`src/rtl/rmpc_pkg.sv`:
```
// Shared types, constants and preset tables for the ramped motor PWM commander.
`timescale 1ns / 1ps
package rmpc_pkg;

    // Block dimensions.
    localparam int NUM_MOTORS    = 7;
    localparam int NUM_ACTUATORS = 2;
    localparam int PRESET_COUNT  = 7;

    localparam int DUTY_W    = 8;
    localparam int CHAN_W    = 4;
    localparam int INSTR_W   = 9;
    localparam int CFG_IDX_W = 3;
    localparam int DATA_W    = 16;

    localparam int MIDX_W   = (NUM_MOTORS > 1) ? $clog2(NUM_MOTORS) : 1;
    localparam int AIDX_W   = (NUM_ACTUATORS > 1) ? $clog2(NUM_ACTUATORS) : 1;
    localparam int PIN_W    = $clog2(2 * NUM_ACTUATORS);
    localparam int PRESET_W = 3;

    // Command queue between the decoder and the sequencer.
    localparam int QDEPTH = 4;
    localparam int QPTR_W = 2;
    localparam int QCNT_W = 3;

    // Configuration register indexes.
    localparam logic [CFG_IDX_W-1:0] REG_NEUTRAL  = 3'd0;
    localparam logic [CFG_IDX_W-1:0] REG_UPPER    = 3'd1;
    localparam logic [CFG_IDX_W-1:0] REG_LOWER    = 3'd2;
    localparam logic [CFG_IDX_W-1:0] REG_FWD_BASE = 3'd3;
    localparam logic [CFG_IDX_W-1:0] REG_REV_BASE = 3'd4;
    localparam logic [CFG_IDX_W-1:0] REG_ACT_DUTY = 3'd5;

    // Configuration reset values.
    localparam logic [DUTY_W-1:0] RST_NEUTRAL  = 8'd100;
    localparam logic [DUTY_W-1:0] RST_UPPER    = 8'd198;
    localparam logic [DUTY_W-1:0] RST_LOWER    = 8'd192;
    localparam logic [DUTY_W-1:0] RST_FWD_BASE = 8'd200;
    localparam logic [DUTY_W-1:0] RST_REV_BASE = 8'd188;
    localparam logic [DUTY_W-1:0] RST_ACT_DUTY = 8'd130;

    // Instruction code boundaries.
    localparam logic [DUTY_W-1:0] CODE_STOP      = 8'd0;
    localparam logic [DUTY_W-1:0] CODE_DIR_LO    = 8'd1;
    localparam logic [DUTY_W-1:0] CODE_DIR_HI    = 8'd4;
    localparam logic [DUTY_W-1:0] CODE_PRESET_LO = 8'd5;
    localparam logic [DUTY_W-1:0] CODE_PRESET_HI = 8'd14;
    localparam logic [DUTY_W-1:0] CODE_ACT_LO    = 8'd15;
    localparam logic [DUTY_W-1:0] CODE_ACT_HI    = 8'd18;
    localparam logic [DUTY_W-1:0] CODE_DRIVE_OFS = 8'd100;

    // Drive direction codes.
    localparam logic [2:0] DIR_NONE  = 3'd0;
    localparam logic [2:0] DIR_FWD   = 3'd1;
    localparam logic [2:0] DIR_BACK  = 3'd2;
    localparam logic [2:0] DIR_RIGHT = 3'd3;
    localparam logic [2:0] DIR_LEFT  = 3'd4;

    // Operation kinds passed from the decoder to the sequencer.
    typedef enum logic [2:0] {
        OP_TICK   = 3'd0,
        OP_STOP   = 3'd1,
        OP_DIR    = 3'd2,
        OP_PRESET = 3'd3,
        OP_ACT    = 3'd4,
        OP_DRIVE  = 3'd5
    } op_kind_t;

    // One decoded operation.
    typedef struct packed {
        op_kind_t            kind;
        logic [MIDX_W-1:0]   motor;
        logic [AIDX_W-1:0]   act;
        logic                flag;
        logic [DUTY_W-1:0]   val;
    } op_t;

    // Configuration register file contents.
    typedef struct packed {
        logic [DUTY_W-1:0] neutral;
        logic [DUTY_W-1:0] upper;
        logic [DUTY_W-1:0] lower;
        logic [DUTY_W-1:0] fwd_base;
        logic [DUTY_W-1:0] rev_base;
        logic [DUTY_W-1:0] act_duty;
    } cfg_t;

    // Forward preset target per motor.
    function automatic logic [DUTY_W-1:0] preset_fwd(input logic [PRESET_W-1:0] idx);
        logic [DUTY_W-1:0] r;
        case (idx)
            3'd0:    r = 8'd170;
            3'd1:    r = 8'd170;
            3'd2:    r = 8'd160;
            3'd3:    r = 8'd160;
            3'd4:    r = 8'd188;
            3'd5:    r = 8'd188;
            3'd6:    r = 8'd185;
            default: r = 8'd0;
        endcase
        return r;
    endfunction

    // Backward preset target per motor.
    function automatic logic [DUTY_W-1:0] preset_bwd(input logic [PRESET_W-1:0] idx);
        logic [DUTY_W-1:0] r;
        case (idx)
            3'd0:    r = 8'd215;
            3'd1:    r = 8'd215;
            3'd2:    r = 8'd220;
            3'd3:    r = 8'd220;
            3'd4:    r = 8'd200;
            3'd5:    r = 8'd200;
            3'd6:    r = 8'd203;
            default: r = 8'd0;
        endcase
        return r;
    endfunction

endpackage

```
`src/rtl/rmpc_front.sv`:
```
// Input side: accepts words, decodes instruction codes and queues operations.
`timescale 1ns / 1ps
module rmpc_front (
    input  logic                          s_tvalid,
    output logic                          s_tready,
    input  logic [rmpc_pkg::DATA_W-1:0]   s_tdata,
    input  logic                          s_tuser,
    input  logic                          q_full,
    output logic                          q_push,
    output rmpc_pkg::op_t                 q_op
);
    import rmpc_pkg::*;

    logic                code_neg;
    logic [DUTY_W-1:0]   code;
    logic [3:0]          pre_d;
    logic [3:0]          pre_m;
    logic [1:0]          act_d;
    logic                keep;

    // Words are taken whenever the queue has room.
    assign s_tready = !q_full;
    assign q_push   = s_tvalid && !q_full && keep;

    assign code_neg = s_tdata[INSTR_W-1];
    assign code     = s_tdata[DUTY_W-1:0];
    assign pre_d    = 4'(code - CODE_PRESET_LO);
    assign pre_m    = 4'(pre_d[3:1]) + 4'd2;
    assign act_d    = 2'(code - CODE_ACT_LO);

    // Classify the word; codes that change nothing are dropped here.
    always_comb
    begin
        q_op       = '0;
        q_op.kind  = OP_TICK;
        keep       = 1'b0;
        if (s_tuser)
        begin
            keep = 1'b1;
        end
        else if (!code_neg)
        begin
            if (code == CODE_STOP)
            begin
                q_op.kind = OP_STOP;
                keep      = 1'b1;
            end
            else if (code inside {[CODE_DIR_LO:CODE_DIR_HI]})
            begin
                q_op.kind = OP_DIR;
                q_op.val  = code;
                keep      = 1'b1;
            end
            else if (code inside {[CODE_PRESET_LO:CODE_PRESET_HI]})
            begin
                q_op.kind  = OP_PRESET;
                q_op.motor = MIDX_W'(pre_m);
                q_op.flag  = pre_d[0];
                q_op.val   = pre_d[0] ? preset_fwd(pre_m[PRESET_W-1:0])
                                      : preset_bwd(pre_m[PRESET_W-1:0]);
                keep       = (int'(pre_m) < NUM_MOTORS) && (int'(pre_m) < PRESET_COUNT);
            end
            else if (code inside {[CODE_ACT_LO:CODE_ACT_HI]})
            begin
                q_op.kind = OP_ACT;
                q_op.act  = AIDX_W'(act_d[1]);
                q_op.flag = act_d[0];
                keep      = int'(act_d[1]) < NUM_ACTUATORS;
            end
            else if (code > CODE_DRIVE_OFS)
            begin
                q_op.kind = OP_DRIVE;
                q_op.val  = code - CODE_DRIVE_OFS;
                keep      = 1'b1;
            end
        end
    end

endmodule

```
`src/rtl/rmpc_queue.sv`:
```
// Short operation queue between the decoder and the sequencer.
`timescale 1ns / 1ps
module rmpc_queue (
    input  logic            clk,
    input  logic            rst_n,
    input  logic            push,
    input  rmpc_pkg::op_t   push_op,
    output logic            full,
    input  logic            pop,
    output logic            valid,
    output rmpc_pkg::op_t   head_op
);
    import rmpc_pkg::*;

    op_t [QDEPTH-1:0]    slot_reg;
    logic [QPTR_W-1:0]   wr_ptr_reg;
    logic [QPTR_W-1:0]   rd_ptr_reg;
    logic [QCNT_W-1:0]   count_reg;
    logic [QCNT_W-1:0]   count_next;
    logic                do_push;
    logic                do_pop;

    assign full    = count_reg == QCNT_W'(QDEPTH);
    assign valid   = count_reg != '0;
    assign head_op = slot_reg[rd_ptr_reg];
    assign do_push = push && !full;
    assign do_pop  = pop && valid;

    // Occupancy bookkeeping.
    always_comb
    begin
        count_next = count_reg;
        if (do_push && !do_pop)
        begin
            count_next = count_reg + 1'b1;
        end
        else if (do_pop && !do_push)
        begin
            count_next = count_reg - 1'b1;
        end
    end

    // Pointers and occupancy.
    always_ff @(posedge clk or negedge rst_n)
    begin
        if (!rst_n)
        begin
            wr_ptr_reg <= '0;
            rd_ptr_reg <= '0;
            count_reg  <= '0;
        end
        else
        begin
            count_reg <= count_next;
            if (do_push)
            begin
                wr_ptr_reg <= wr_ptr_reg + 1'b1;
            end
            if (do_pop)
            begin
                rd_ptr_reg <= rd_ptr_reg + 1'b1;
            end
        end
    end

    // Queue storage.
    always_ff @(posedge clk)
    begin
        if (do_push)
        begin
            slot_reg[wr_ptr_reg] <= push_op;
        end
    end

endmodule

```
`src/rtl/rmpc_back.sv`:
```
// Sequencer: executes queued operations, ramps motor duties and emits channel writes.
`timescale 1ns / 1ps
module rmpc_back (
    input  logic                          clk,
    input  logic                          rst_n,
    input  rmpc_pkg::cfg_t                cfg,
    input  logic                          q_valid,
    input  rmpc_pkg::op_t                 q_op,
    output logic                          q_pop,
    output logic                          m_tvalid,
    input  logic                          m_tready,
    output logic [rmpc_pkg::DATA_W-1:0]   m_tdata,
    output logic                          m_tlast
);
    import rmpc_pkg::*;

    typedef enum logic [4:0] {
        B_IDLE = 5'b00001,
        B_STOP = 5'b00010,
        B_ACT  = 5'b00100,
        B_TICK = 5'b01000,
        B_SNAP = 5'b10000
    } bstate_t;

    bstate_t                               state_reg, state_next;
    logic [NUM_MOTORS-1:0][DUTY_W-1:0]     duty_reg, duty_next;
    logic [NUM_MOTORS-1:0][DUTY_W-1:0]     tgt_reg, tgt_next;
    logic [2:0]                            dir_reg, dir_next;
    logic [NUM_MOTORS-1:0]                 mask_reg, mask_next;
    logic [MIDX_W-1:0]                     idx_reg, idx_next;
    logic [PIN_W-1:0]                      cnt_reg, cnt_next;
    logic [AIDX_W-1:0]                     act_reg, act_next;
    logic                                  odd_reg, odd_next;
    logic                                  pin_reg, pin_next;

    logic                  out_valid_reg;
    logic [CHAN_W-1:0]     out_chan_reg;
    logic [DUTY_W-1:0]     out_duty_reg;
    logic                  out_last_reg;

    logic                  can_emit;
    logic                  emit;
    logic [CHAN_W-1:0]     e_chan;
    logic [DUTY_W-1:0]     e_duty;
    logic                  e_last;

    logic [NUM_MOTORS-1:0] tick_mask;
    logic [NUM_MOTORS-1:0] rem_mask;

    // Ramp datapath signals.
    logic [DUTY_W-1:0]     cur;
    logic [DUTY_W-1:0]     tg;
    logic [DUTY_W-1:0]     v0;
    logic [DUTY_W-1:0]     du;
    logic [DUTY_W-1:0]     dl;
    logic [DUTY_W-1:0]     step_u;
    logic [DUTY_W-1:0]     step_l;
    logic [DUTY_W-1:0]     tt;
    logic [DUTY_W:0]       sum;
    logic [DUTY_W-1:0]     res;
    logic                  snap;

    // Drive target signals.
    logic [DUTY_W:0]       fwd_sum;
    logic [DUTY_W-1:0]     fwd_tgt;
    logic [DUTY_W-1:0]     rev_tgt;
    logic                  f0;
    logic                  f1;

    assign can_emit = !out_valid_reg || m_tready;
    assign m_tvalid = out_valid_reg;
    assign m_tlast  = out_last_reg;
    assign m_tdata  = {{(DATA_W - CHAN_W - DUTY_W){1'b0}}, out_duty_reg, out_chan_reg};

    // Motors off target at the start of a tick, and the ones still left after this motor.
    always_comb
    begin
        for (int i = 0; i < NUM_MOTORS; i++)
        begin
            tick_mask[i] = duty_reg[i] != tgt_reg[i];
            rem_mask[i]  = mask_reg[i] && (MIDX_W'(i) != idx_reg);
        end
    end

    // One ramp step for the selected motor.
    always_comb
    begin
        cur = duty_reg[idx_reg];
        tg  = tgt_reg[idx_reg];
        if (cur == cfg.neutral)
        begin
            v0 = (tg >= cfg.fwd_base) ? cfg.upper : cfg.lower;
        end
        else
        begin
            v0 = cur;
        end
        du     = v0 - cfg.upper;
        step_u = ((du >> 1) == '0) ? DUTY_W'(1) : (du >> 1);
        dl     = cfg.lower - v0;
        if (cfg.lower > v0 && (dl >> 1) != '0)
        begin
            step_l = dl >> 1;
        end
        else
        begin
            step_l = DUTY_W'(1);
        end
        tt  = tg;
        sum = '0;
        res = tg;
        if (v0 >= cfg.upper && tg < v0)
        begin
            // Above the forward edge, heading down.
            tt  = (tg == cfg.neutral) ? cfg.upper : tg;
            sum = {1'b0, step_u} + {1'b0, tt};
            res = ({1'b0, v0} < sum) ? tt : v0 - step_u;
        end
        else if (v0 >= cfg.upper && tg > v0)
        begin
            // Above the forward edge, heading up.
            sum = {1'b0, v0} + {1'b0, step_u};
            res = (sum > {1'b0, tg}) ? tg : sum[DUTY_W-1:0];
        end
        else if (tg < v0 && tg != cfg.neutral)
        begin
            // Reverse side, heading down.
            sum = {1'b0, step_l} + {1'b0, tg};
            res = ({1'b0, v0} < sum) ? tg : v0 - step_l;
        end
        else
        begin
            // Reverse side heading up, or returning toward the lower edge.
            tt  = (tg == cfg.neutral) ? cfg.lower : tg;
            sum = {1'b0, v0} + {1'b0, step_l};
            res = (sum > {1'b0, tt}) ? tt : sum[DUTY_W-1:0];
        end
        snap = (res == cfg.upper) || (res == cfg.lower);
    end

    // Drive wheel targets for a speed command.
    always_comb
    begin
        fwd_sum = {1'b0, cfg.fwd_base} + {1'b0, q_op.val};
        fwd_tgt = fwd_sum[DUTY_W] ? {DUTY_W{1'b1}} : fwd_sum[DUTY_W-1:0];
        rev_tgt = (cfg.rev_base < q_op.val) ? '0 : cfg.rev_base - q_op.val;
        f0 = (dir_reg == DIR_NONE) || (dir_reg == DIR_FWD) || (dir_reg == DIR_RIGHT);
        f1 = (dir_reg == DIR_NONE) || (dir_reg == DIR_FWD) || (dir_reg == DIR_LEFT);
    end

    // Sequencer control.
    always_comb
    begin
        state_next = state_reg;
        duty_next  = duty_reg;
        tgt_next   = tgt_reg;
        dir_next   = dir_reg;
        mask_next  = mask_reg;
        idx_next   = idx_reg;
        cnt_next   = cnt_reg;
        act_next   = act_reg;
        odd_next   = odd_reg;
        pin_next   = pin_reg;
        q_pop      = 1'b0;
        emit       = 1'b0;
        e_chan     = '0;
        e_duty     = '0;
        e_last     = 1'b0;
        case (state_reg)
            B_IDLE:
            begin
                if (q_valid)
                begin
                    q_pop = 1'b1;
                    case (q_op.kind)
                        OP_TICK:
                        begin
                            mask_next = tick_mask;
                            idx_next  = '0;
                            if (tick_mask != '0)
                            begin
                                state_next = B_TICK;
                            end
                        end
                        OP_STOP:
                        begin
                            dir_next = DIR_NONE;
                            for (int i = 0; i < NUM_MOTORS; i++)
                            begin
                                tgt_next[i] = cfg.neutral;
                            end
                            cnt_next   = '0;
                            state_next = B_STOP;
                        end
                        OP_DIR:
                        begin
                            dir_next = q_op.val[2:0];
                        end
                        OP_PRESET:
                        begin
                            tgt_next[q_op.motor] = q_op.val;
                        end
                        OP_ACT:
                        begin
                            act_next   = q_op.act;
                            odd_next   = q_op.flag;
                            pin_next   = 1'b0;
                            state_next = B_ACT;
                        end
                        OP_DRIVE:
                        begin
                            tgt_next[0] = f0 ? fwd_tgt : rev_tgt;
                            tgt_next[1] = f1 ? fwd_tgt : rev_tgt;
                        end
                        default:
                        begin
                        end
                    endcase
                end
            end
            B_STOP:
            begin
                // Clear every actuator pin in order.
                if (can_emit)
                begin
                    emit     = 1'b1;
                    e_chan   = CHAN_W'(NUM_MOTORS) + CHAN_W'(cnt_reg);
                    e_duty   = '0;
                    e_last   = cnt_reg == PIN_W'(2 * NUM_ACTUATORS - 1);
                    cnt_next = cnt_reg + 1'b1;
                    if (e_last)
                    begin
                        state_next = B_IDLE;
                    end
                end
            end
            B_ACT:
            begin
                // Drive one pin of the pair, then the other.
                if (can_emit)
                begin
                    emit   = 1'b1;
                    e_chan = CHAN_W'(NUM_MOTORS + 2 * int'(act_reg) + int'(pin_reg));
                    e_duty = (odd_reg ^ pin_reg) ? cfg.act_duty : '0;
                    e_last = pin_reg;
                    pin_next = 1'b1;
                    if (pin_reg)
                    begin
                        state_next = B_IDLE;
                    end
                end
            end
            B_TICK:
            begin
                if (!mask_reg[idx_reg])
                begin
                    idx_next = idx_reg + 1'b1;
                end
                else if (can_emit)
                begin
                    emit   = 1'b1;
                    e_chan = CHAN_W'(idx_reg);
                    e_duty = res;
                    e_last = !snap && (rem_mask == '0);
                    if (snap)
                    begin
                        state_next = B_SNAP;
                    end
                    else
                    begin
                        duty_next[idx_reg] = res;
                        mask_next          = rem_mask;
                        idx_next           = idx_reg + 1'b1;
                        if (rem_mask == '0)
                        begin
                            state_next = B_IDLE;
                        end
                    end
                end
            end
            B_SNAP:
            begin
                // Duty landed on a deadband edge: fall back to neutral.
                if (can_emit)
                begin
                    emit               = 1'b1;
                    e_chan             = CHAN_W'(idx_reg);
                    e_duty             = cfg.neutral;
                    e_last             = rem_mask == '0;
                    duty_next[idx_reg] = cfg.neutral;
                    mask_next          = rem_mask;
                    idx_next           = idx_reg + 1'b1;
                    state_next         = (rem_mask == '0) ? B_IDLE : B_TICK;
                end
            end
            default:
            begin
                state_next = B_IDLE;
            end
        endcase
    end

    // Sequencer and motor state.
    always_ff @(posedge clk or negedge rst_n)
    begin
        if (!rst_n)
        begin
            state_reg     <= B_IDLE;
            duty_reg      <= {NUM_MOTORS{RST_NEUTRAL}};
            tgt_reg       <= {NUM_MOTORS{RST_NEUTRAL}};
            dir_reg       <= DIR_NONE;
            mask_reg      <= '0;
            idx_reg       <= '0;
            cnt_reg       <= '0;
            act_reg       <= '0;
            odd_reg       <= 1'b0;
            pin_reg       <= 1'b0;
            out_valid_reg <= 1'b0;
        end
        else
        begin
            state_reg <= state_next;
            duty_reg  <= duty_next;
            tgt_reg   <= tgt_next;
            dir_reg   <= dir_next;
            mask_reg  <= mask_next;
            idx_reg   <= idx_next;
            cnt_reg   <= cnt_next;
            act_reg   <= act_next;
            odd_reg   <= odd_next;
            pin_reg   <= pin_next;
            if (emit)
            begin
                out_valid_reg <= 1'b1;
            end
            else if (m_tready)
            begin
                out_valid_reg <= 1'b0;
            end
        end
    end

    // Output word register.
    always_ff @(posedge clk)
    begin
        if (emit)
        begin
            out_chan_reg <= e_chan;
            out_duty_reg <= e_duty;
            out_last_reg <= e_last;
        end
    end

endmodule

```
`src/rtl/ramped_motor_pwm_commander.sv`:
```
// Top level of the ramped motor PWM commander: configuration registers and the two halves.
`timescale 1ns / 1ps
//
// The block takes command words on the s_ stream and returns channel writes on the m_ stream.
// An input word with s_tuser low carries a robot instruction code in s_tdata; with s_tuser
// high it is a ramp tick that moves every motor that is off target by one step. Each output
// word names a channel (motors first, then the actuator pins) and the duty written to it;
// m_tlast marks the final write caused by one input word. Words that cause no write
// produce nothing on the output.
// Input words are decoded on acceptance and held in a four-entry queue, so s_tready stays
// high while the queue has room, also while an output word waits on m_tready. The sequencer
// takes one operation per cycle when idle. A stop emits one write per cycle for each actuator
// pin, an actuator code two writes, and a tick visits one motor per cycle plus a further
// write of neutral for each snap, all only while the output is not stalled.
// With the queue empty and the sequencer idle, an accepted word passes through the queue
// slot and the sequencer state before its first write is registered onto m_tvalid; a tick
// also passes over each on-target motor ahead of the first motor it moves.
// When m_tready is low the sequencer holds its place and the output word stays put. Reset
// (rst_n low) sets the configuration registers to their defaults, every duty and target to
// neutral, the drive direction to none, and empties the queue. The user writes configuration
// via cfg_we / cfg_index / cfg_wdata only while the block is idle; the block never checks.
module ramped_motor_pwm_commander (
    input  logic                             clk,
    input  logic                             rst_n,
    // Configuration write port.
    input  logic                             cfg_we,
    input  logic [rmpc_pkg::CFG_IDX_W-1:0]   cfg_index,
    input  logic [rmpc_pkg::DUTY_W-1:0]      cfg_wdata,
    // Command stream.
    input  logic                             s_tvalid,
    output logic                             s_tready,
    input  logic [rmpc_pkg::DATA_W-1:0]      s_tdata,   // [8:0] instruction, zero padding
    input  logic                             s_tuser,   // [0] cmd (1 = ramp tick)
    // Channel write stream.
    output logic                             m_tvalid,
    input  logic                             m_tready,
    output logic [rmpc_pkg::DATA_W-1:0]      m_tdata,   // [3:0] channel, [11:4] duty, zeros
    output logic                             m_tlast
);
    import rmpc_pkg::*;

    cfg_t   cfg_reg;
    logic   q_push;
    op_t    q_in_op;
    logic   q_full;
    logic   q_pop;
    logic   q_valid;
    op_t    q_head_op;

    // Configuration register file.
    always_ff @(posedge clk or negedge rst_n)
    begin
        if (!rst_n)
        begin
            cfg_reg.neutral  <= RST_NEUTRAL;
            cfg_reg.upper    <= RST_UPPER;
            cfg_reg.lower    <= RST_LOWER;
            cfg_reg.fwd_base <= RST_FWD_BASE;
            cfg_reg.rev_base <= RST_REV_BASE;
            cfg_reg.act_duty <= RST_ACT_DUTY;
        end
        else if (cfg_we)
        begin
            case (cfg_index)
                REG_NEUTRAL:  cfg_reg.neutral  <= cfg_wdata;
                REG_UPPER:    cfg_reg.upper    <= cfg_wdata;
                REG_LOWER:    cfg_reg.lower    <= cfg_wdata;
                REG_FWD_BASE: cfg_reg.fwd_base <= cfg_wdata;
                REG_REV_BASE: cfg_reg.rev_base <= cfg_wdata;
                REG_ACT_DUTY: cfg_reg.act_duty <= cfg_wdata;
                default:
                begin
                end
            endcase
        end
    end

    // Decoder.
    rmpc_front u_front (
        .s_tvalid (s_tvalid),
        .s_tready (s_tready),
        .s_tdata  (s_tdata),
        .s_tuser  (s_tuser),
        .q_full   (q_full),
        .q_push   (q_push),
        .q_op     (q_in_op)
    );

    // Operation queue.
    rmpc_queue u_queue (
        .clk     (clk),
        .rst_n   (rst_n),
        .push    (q_push),
        .push_op (q_in_op),
        .full    (q_full),
        .pop     (q_pop),
        .valid   (q_valid),
        .head_op (q_head_op)
    );

    // Sequencer.
    rmpc_back u_back (
        .clk      (clk),
        .rst_n    (rst_n),
        .cfg      (cfg_reg),
        .q_valid  (q_valid),
        .q_op     (q_head_op),
        .q_pop    (q_pop),
        .m_tvalid (m_tvalid),
        .m_tready (m_tready),
        .m_tdata  (m_tdata),
        .m_tlast  (m_tlast)
    );

endmodule
```
`config.mk`:
```
export PLATFORM = sky130hd
export DESIGN_NAME = ramped_motor_pwm_commander
export DESIGN_NICKNAME = d
export VERILOG_FILES = /design/src/rtl/rmpc_pkg.sv /design/src/rtl/rmpc_front.sv /design/src/rtl/rmpc_queue.sv /design/src/rtl/rmpc_back.sv /design/src/rtl/ramped_motor_pwm_commander.sv
export SDC_FILE = /design/constraint.sdc
export NUM_CORES = 1
export LEC_CHECK = 0
export BUFFER_PORTS_ARGS = -buffer_cell sky130_fd_sc_hd__buf_2
export CAP_MARGIN = 20
export CORE_MARGIN = 3
export CORE_UTILIZATION = 30
export DETAILED_ROUTE_END_ITERATION = 16
export GPL_TIMING_DRIVEN = 0
export SKIP_CTS_REPAIR_TIMING = 1
export SLEW_MARGIN = 5
export SYNTH_ARGS = -nofsm -noshare
export SYNTH_HDL_FRONTEND = slang
export SYNTH_SLANG_ARGS = --single-unit
export TNS_END_PERCENT = 1
```
`constraint.sdc`:
```
create_clock -name clk -period 27.9 [get_ports clk]
set_input_delay 1.395 -clock clk [delete_from_list [all_inputs] [get_ports clk]]
set_output_delay 1.395 -clock clk [all_outputs]
set_load 0.02 [all_outputs]
```
## Word-level counts from Yosys, hierarchy flattened

Index checks and enable logic that the tools add are counted.

| operators by class | value |
|---|---|
| add/sub/neg operators | 23 |
| order comparisons | 25 |
| eq/ne operators | 61 |
| multiplexer cells | 131 |
| bitwise gates (word level) | 1 |
| reduce and logical (&&, ||, !) cells | 74 |

Operators by type and width:

| operator | number |
|---|---|
| two-way mux 56 bit | 4 |
| two-way mux 8 bit | 28 |
| bitwise mux 56 bit | 3 |
| case mux 56 bit (2 select lines) | 1 |
| case mux 40 bit (2 select lines) | 1 |
| bitwise mux 64 bit | 1 |
| two-way mux 16 bit | 4 |
| inequality test 8 bit | 8 |
| case mux 8 bit (4 select lines) | 2 |
| two-way mux 5 bit | 12 |
| two-way mux 7 bit | 8 |
| binary-select mux 8 bit (select 3 bit) | 2 |
| demux 8 bit (select 3 bit) | 2 |
| case mux 16 bit (3 select lines) | 1 |
| two-way mux 3 bit | 15 |
| binary-select mux 16 bit (select 2 bit) | 1 |
| demux 16 bit (select 2 bit) | 1 |
| == test 8 bit | 4 |
| subtractor 8 bit | 4 |
| adder 8 x 8 -> 9 bit | 3 |
| == test 3 bit, second input constant | 9 |
| case mux 5 bit (5 select lines) | 1 |
| logical AND 1 bit | 24 |
| case mux 8 bit (3 select lines) | 1 |
| other kinds (79) | 175 |

| word-level totals | value |
|---|---|
| bits in registers | 268 |
| bits of input ports | 33 |
| word-level logic and storage cells | 370 |

## Longest topological paths before layout

Gate-level depths: netlist of the first run.

| depth | value |
|---|---|
| depth after elaboration | 22 |
| gate-level depth with buffers | 56 |
| depth with buffers taken out | 49 |

## By module

From an unflattened synthesis of the first run, not the netlist that was laid out.

| unflattened totals | value |
|---|---|
| cell total of the unflattened synthesis | 2118 |
| area, all modules | 20958.9 um^2 |

Modules (own cells, without submodules):

| module | instances | cells an instance | area each (um^2) |
|---|---|---|---|
| rmpc_back | 1 | 1773 | 15458.6 |
| rmpc_queue | 1 | 119 | 2793.9 |
| ramped_motor_pwm_commander | 1 | 106 | 1856.8 |
| rmpc_front | 1 | 120 | 849.6 |

## Worst setup path after synthesis of the first run

No wires, ideal clock.

| timing path | value |
|---|---|
| kind | reg-to-reg |
| start point | register u_back.idx_reg[0] |
| end point | register u_back.duty_reg[0] (netlist bit) |
| arrival time | 10649 ps |
| data required time | 27775 ps |
| setup slack | 17127 ps |
| cell stages (with the launch flop) | 52 |
| clock period less this slack | 10773 ps |
| path through | dfrtp_1 buf_4 buf_4 buf_2 mux4_2 mux2i_2 inv_1 ha_1 o211ai_1 o21a_1 o21ai_1 clkbuf_1 a21oi_1 nand2_1 and2_1 ha_1 inv_1 ha_1 (+16 left out) a21oi_1 xnor2_1 ha_1 and3_1 o211ai_1 a211o_1 a22o_1 buf_2 mux2_2 o211ai_1 a31oi_1 xor2_1 a2111o_1 or4_4 a21oi_4 buf_6 nor2_2 mux2_2 |

| on the way | value |
|---|---|
| word-level cells in the longest chain between the ends | 20 |
| elaborated cells between the ends (all ways) | 63 |
| classes of those cells | add/sub: 8; order compare: 11; eq/ne: 7; mux: 28; reduce/logical: 9 |

Ends and longest elaborated chain:

| what | line | text |
|---|---|---|
| start: declaration | rmpc_back.sv:30 | `logic [MIDX_W-1:0] idx_reg, idx_next;` |
| start signal: assignment | rmpc_back.sv:327 | `idx_reg <= idx_next;` |
| binary-select mux 8 bit (select 3 bit) | rmpc_back.sv:89 | `tg = tgt_reg[idx_reg];` |
| two-way mux 8 bit (implied by the code) | rmpc_back.sv:89 |  |
| greater-or-equal comparator 8 bit | rmpc_back.sv:92 | `v0 = (tg >= cfg.fwd_base) ? cfg.upper : cfg.lower;` |
| two-way mux 8 bit | rmpc_back.sv:92 |  |
| two-way mux 8 bit | rmpc_back.sv:90 | `if (cur == cfg.neutral)` |
| subtractor 8 bit | rmpc_back.sv:100 | `dl = cfg.lower - v0;` |
| nonzero test 8 bit | rmpc_back.sv:101 | `if (cfg.lower > v0 && (dl >> 1) != '0)` |
| logical AND 1 bit | rmpc_back.sv:101 |  |
| (+4 left out) | - |  |
| two-way mux 8 bit | rmpc_back.sv:125 | `else if (tg < v0 && tg != cfg.neutral)` |
| two-way mux 8 bit | rmpc_back.sv:119 | `else if (v0 >= cfg.upper && tg > v0)` |
| two-way mux 8 bit | rmpc_back.sv:112 | `if (v0 >= cfg.upper && tg < v0)` |
| bitwise mux 56 bit | rmpc_back.sv:271 | `duty_next[idx_reg] = res;` |
| two-way mux 56 bit | rmpc_back.sv:265 | `if (snap)` |
| two-way mux 56 bit | rmpc_back.sv:259 | `else if (can_emit)` |
| two-way mux 56 bit | rmpc_back.sv:255 | `if (!mask_reg[idx_reg])` |
| case mux 56 bit (2 select lines) | rmpc_back.sv:169 | `case (state_reg)` |
| end signal: assignment | rmpc_back.sv:309 | `duty_reg <= {NUM_MOTORS{RST_NEUTRAL}};` |
| end signal: assignment | rmpc_back.sv:323 | `duty_reg <= duty_next;` |
| end: declaration | rmpc_back.sv:26 | `logic [NUM_MOTORS-1:0][DUTY_W-1:0] duty_reg, duty_next;` |

Parallel ways exist; a longest one is shown, timed or not. The select of a mux whose other input is x is not followed.
A chain may end at the register's enable or synchronous reset.

## Worst setup path after layout of the first run

| timing path | value |
|---|---|
| start point | register u_back.idx_reg[0] |
| end point | register u_back.duty_reg[51] (netlist bit) |

The elaborated chain is that of the path after synthesis.

==> results of run 1 <==
## synthesized netlist by cell type (all sizes together) (62+ instances only)
cell type  count
inv          137
mux2         122
edfxtp        77
xnor2        120
nand2        127
ha           137
nor2         165
mux2i         74
dfstp         62
o21ai        151
a21oi        170
dfrtp        129
## worst max-delay path: cells and delay by family (launching register included)
kind | cells | cell delay, ns
flops | 1 | 0.38
compound gates | 21 | 6.77
buf+inv | 9 | 2.08
fa+ha+maj | 5 | 1.57
mux | 3 | 1.05
xor+xnor | 2 | 0.35
simple gates | 10 | 1.95
## stage by stage
| step | instances | hold WS [ns] | setup WS, ns |
|---|---|---|---|
| 6_report | 3041 | 0.506 | 13.61 |
| 2_1_floorplan | 2086 | 0.464 | 17.13 |
| 3_3_place_gp | 2979 | 0.478 | 13.76 |
| 5_1_grt | 3041 | 0.524 | 12.84 |
| 3_5_place_dp | 2987 | 0.496 | 13.79 |
| 4_1_cts | 3039 | 0.505 | 13.78 |
## routing by layer
layer	global-route usage, %	part of all wire (%)
met5	0	0
met2	29.1	44
met1	26.3	45
met4	6.64	3.8
met3	3.10	7.3
## final timing paths
check | end | cells past startpoint
worst max-delay path | u_back.duty_reg[51]$_DFFE_PN0P_ | 50
min in group asynchronous | u_queue.count_reg[2]$_DFFE_PN0P_ | 1
worst min register to register | u_back.tgt_reg[18]$_DFFE_PN1P_ | 2
max in group asynchronous | u_back.mask_reg[3]$_DFFE_PN0P_ | 2
worst min-delay path | u_back.tgt_reg[18]$_DFFE_PN1P_ | 2
worst max register to register | u_back.duty_reg[51]$_DFFE_PN0P_ | 50
## kinds of logic after synthesis
group,synth area share [%]
compound gates,17.6
fa+ha+maj,9.99
other cells,0.0188
buf+inv,4.50
simple gates,12.9
flops,35.9
xor+xnor,6.62
mux,12.5
## cell type report
type                    count  area [µm²]
fillers                  6660       42900
multi-input cells        1600       12000
flip-flops and latches    268        7170
well taps                 855        1070
clock buffers              42         807
inverters                 139         522
plain buffers              79         378
repair buffers             48         289
clock inverters            10        97.6
==> flow_summary.json, run 1 <==
{
  "async_flop_share_pct": 71.3,
  "grt_usage_pct": 18.8,
  "clk_path_buf_depth": 3,
  "synth_area_um2": 20000,
  "io_pins": 52,
  "fmax_mhz": 70.0,
  "start_util_pct": 30.7,
  "grt_max_degree": 122,
  "clk_pin_slew_ns": 0.06,
  "yosys-top-cells-area": "dfrtp_1 (16%), edfxtp_1 (12%), ha_1 (8.6%)",
  "synthToLayoutAreaGrowth_pct": 11.5,
  "initialDrtViolationCount": 1494,
  "critPathLaunchType": "register",
  "synth_top_area_cell": "dfrtp_1",
  "totalWireLength_um": 67500,
  "antenna_found_initial": 1,
  "rows": 93,
  "drc": 0,
  "clock_latency_ns": 0.57,
  "skew_ns": 0.0148,
  "timing.setup.tns_ns": 0,
  "post-route-period-util_pct": 51.2,
  "outcome": "finished clean",
  "ys_ff_latch": 268,
  "place_area_um2": 21400,
  "layout.cells.most_common_list": "a21oi_1 (169), nor2_1 (162), o21ai_0 (148), ha_1 (137), inv_1 (136)",
  "hold_violations": 0,
  "critPathMaxFanout": 10,
  "synth-edff-count": 77,
  "final.min_clock_period_ns": 14.29,
  "slew_viol_final": 0,
  "setup.worst_path.class": "reg -> reg",
  "cts_tree": "built",
  "synth_top_area_share_pct": 16.2,
  "yosysWarnings": 0,
  "r2r-start": "u_back.idx_reg[0]$_DFFE_PN0P_",
  "final_util_pct": 34.2,
  "hold_path_startpoint": "u_back.tgt_reg[18]$_DFFE_PN1P_",
  "hpwl_um": 52600,
  "r2r_slack_ns": 13.61,
  "cts.sinks": 268,
  "drt-wirelength-per-cell_um": 22.2,
  "nNetsFinal": 2344,
  "core_area_um2": 65200,
  "grt_pass1_wl_um": 102000,
  "rsz0062_at_grt": "no",
  "cpPeakStageDelay_ns": 0.95,
  "worst_slew_pin_slew_ns": 1.18,
  "routed_via_density": 5.61,
  "relSlewSlack_pct": 21.0,
  "cp_slowest_cell": "a21oi_1",
  "largest_reg_flops": 64,
  "cts_buffers": 28,
  "antenna_cells": 0,
  "cp-end-kind": "register",
  "gp_congestion": 0.963,
  "stdcell_area_um2": 22300,
  "first_global_vias": 16847,
  "synth_cell_types": 103,
  "die-height_um": 264,
  "drive_above_1_share_pct": 16.1,
  "die_w_um": 264,
  "grt_overflow": 0,
  "cts-root-buf": "clkbuf_16",
  "syn_avg_cell_area_um2": 9.59,
  "ys.flop_type": "dfrtp_1",
  "ys_seq_area_share_pct": 35.9,
  "required_ns": 28.35,
  "h-tree-depth": 1,
  "cp_data_arrival_time_ns": 14.74,
  "dieArea_um2": 69800,
  "layout_commonest_cell": "a21oi_1",
  "drtAntennaViolNets": 0,
  "drv_cap": 0,
  "syn_inst": 2083,
  "setup_viol": 0,
  "port_buffers": 38,
  "cp-startpoint": "u_back.idx_reg[0]$_DFFE_PN0P_",
  "via_count": 17074,
  "hold_class": "reg -> reg",
  "drt_pass1_iterations": 6
}
Power of run 1 is left out: the tool's default activity adds up to more than one toggle a clock period on the data nets, which glitch-free logic cannot reach.
==> inputs of run 2 (changes only) <==
- clock period: 27.9 -> 14.24 ns (I/O delays scaled with it)
==> run 2 against run 1 <==
Net effect: core utilization rose by 0.063 points; clock-buffer cell count did not move; clock skew rose by 0.00073 ns; fmax rose by 4.4%; global-route usage did not move; final area rose by 0.19%; largest cell class unchanged.
==> flow_summary.json, run 2 (same netlist as run 1, synthesis figures left out) <==
{
  "post-place-ws_ns": 0.133,
  "fmax_mhz": 73.1,
  "setup_viol": 0,
  "via_count": 17061,
  "nNetsFinal": 2344,
  "grt_max_degree": 122,
  "r2r_slack_ns": 0.56,
  "io_pins": 52,
  "h-tree-depth": 1,
  "drc": 0,
  "skew_ns": 0.0155,
  "drt_pass1_iterations": 7,
  "cts-root-buf": "clkbuf_16",
  "routed_via_density": 5.61,
  "path_delay_family": "compound AO/OA/AOI/OAI gates",
  "critPathMaxFanout": 10,
  "place_area_um2": 21400,
  "worst_slew_pin_slew_ns": 1.07,
  "drt-wirelength-per-cell_um": 22.2,
  "cp_data_arrival_time_ns": 14.14,
  "clock_latency_ns": 0.57,
  "largest_reg_flops": 64,
  "grt_overflow": 0,
  "start_util_pct": 30.7,
  "slew_viol_final": 0,
  "nFillCells": 6658,
  "clk_pin_slew_ns": 0.06,
  "cts_buffers": 28,
  "required_ns": 14.69,
  "fin_ws_ns": 0.556,
  "final.min_clock_period_ns": 13.68,
  "dieArea_um2": 69800,
  "worst-path-buf-inv": 9,
  "critPathLaunchType": "register",
  "die-height_um": 264,
  "outcome": "finished clean",
  "setup.worst_path.class": "reg -> reg",
  "clk_path_buf_depth": 3,
  "layout_commonest_cell": "a21oi_1",
  "synthToLayoutAreaGrowth_pct": 11.7,
  "grt_pass1_wl_um": 102000,
  "cts.sinks": 268,
  "die_w_um": 264,
  "drv_cap": 0,
  "rows": 93,
  "cts_tree": "built",
  "rsz0062_at_grt": "yes",
  "cp_slowest_cell": "a21oi_2",
  "core_area_um2": 65200,
  "antenna_cells": 0,
  "stdcell_area_um2": 22300,
  "antenna_found_initial": 1,
  "totalWireLength_um": 67500,
  "relSlewSlack_pct": 28.1,
  "hpwl_um": 52600,
  "first_global_vias": 16847,
  "initialDrtViolationCount": 1513,
  "hold_slack_ns": 0.0725,
  "grt_usage_pct": 18.8,
  "gp_congestion": 0.963,
  "cp-end-kind": "register",
  "cpPeakStageDelay_ns": 0.60,
  "layout.cells.most_common_list": "a21oi_1 (168), nor2_1 (161), o21ai_0 (147), ha_1 (137), inv_1 (136)",
  "hold_class": "in -> async",
  "post-route-period-util_pct": 96.1,
  "drtAntennaViolNets": 0,
  "drive_above_1_share_pct": 16.4,
  "port_buffers": 38,
  "hold_violations": 0
}
run 2: cell counts in the layout (fill, tap and decap cells not counted):
Identical to the previous run, type by type.
run 2: layout make-up:
class | instances | area (µm²) | share of cell area [%]
clock inverters | 10 | 97.6 | 0.437
multi-input cells | 1600 | 12000 | 53.7
inverters | 139 | 522 | 2.34
plain buffers | 79 | 378 | 1.69
well taps | 855 | 1070 | 4.79
flip-flops and latches | 268 | 7170 | 32.1
repair buffers | 48 | 289 | 1.29
clock buffers | 42 | 807 | 3.62
run 2: worst register-to-register path: cells and delay by family, from the launching register on:
family / cells / cell delay [ns]
AO/OA/AOI/OAI: 22 / 6.06
adder cells (fa/ha/maj): 7 / 2.25
flip-flops: 1 / 0.38
AND/OR/NAND/NOR: 8 / 1.70
XOR/XNOR: 2 / 0.24
buffers and inverters: 9 / 2.11
multiplexers: 3 / 0.81
run 2: routing by layer:
metal | wire length [µm] | global-route usage, % | share of wire [%] | vias up
li1 | - | - | - | 7759
met1 | 30700 | 26.3 | 46 | 8520
met2 | 29700 | 29.1 | 44 | 633
met3 | 4510 | 3.10 | 6.7 | 149
met4 | 2610 | 6.64 | 3.9 | 0
met5 | 0 | 0 | 0 | -
run 2: path summary, 6_finish.rpt:
| check | from | cells past startpoint | end |
|---|---|---|---|
| max in group asynchronous | rst_n | 2 | u_back.mask_reg[3]$_DFFE_PN0P_ |
| setup / recovery | u_back.idx_reg[0]$_DFFE_PN0P_ | 51 | u_back.duty_reg[15]$_DFFE_PN0P_ |
| hold / removal | rst_n | 1 | u_queue.count_reg[2]$_DFFE_PN0P_ |
| setup reg to reg | u_back.idx_reg[0]$_DFFE_PN0P_ | 51 | u_back.duty_reg[15]$_DFFE_PN0P_ |
| hold reg to reg | u_back.tgt_reg[18]$_DFFE_PN1P_ | 2 | u_back.tgt_reg[18]$_DFFE_PN1P_ |
| min in group clk | cfg_wdata[2] | 3 | cfg_reg[34]$_DFFE_PN1P_ |
run 2: stage by stage:
stage	utilization, %	TNS [ns]	instances
global route	34.3	-2.36	3041
CTS	34.2	0	3039
finish	34.3	0	3041
floorplan	-	0	2086
detailed placement	32.8	0	2987
global placement	32.6	0	2979
Power of run 2 is left out for the same reason.
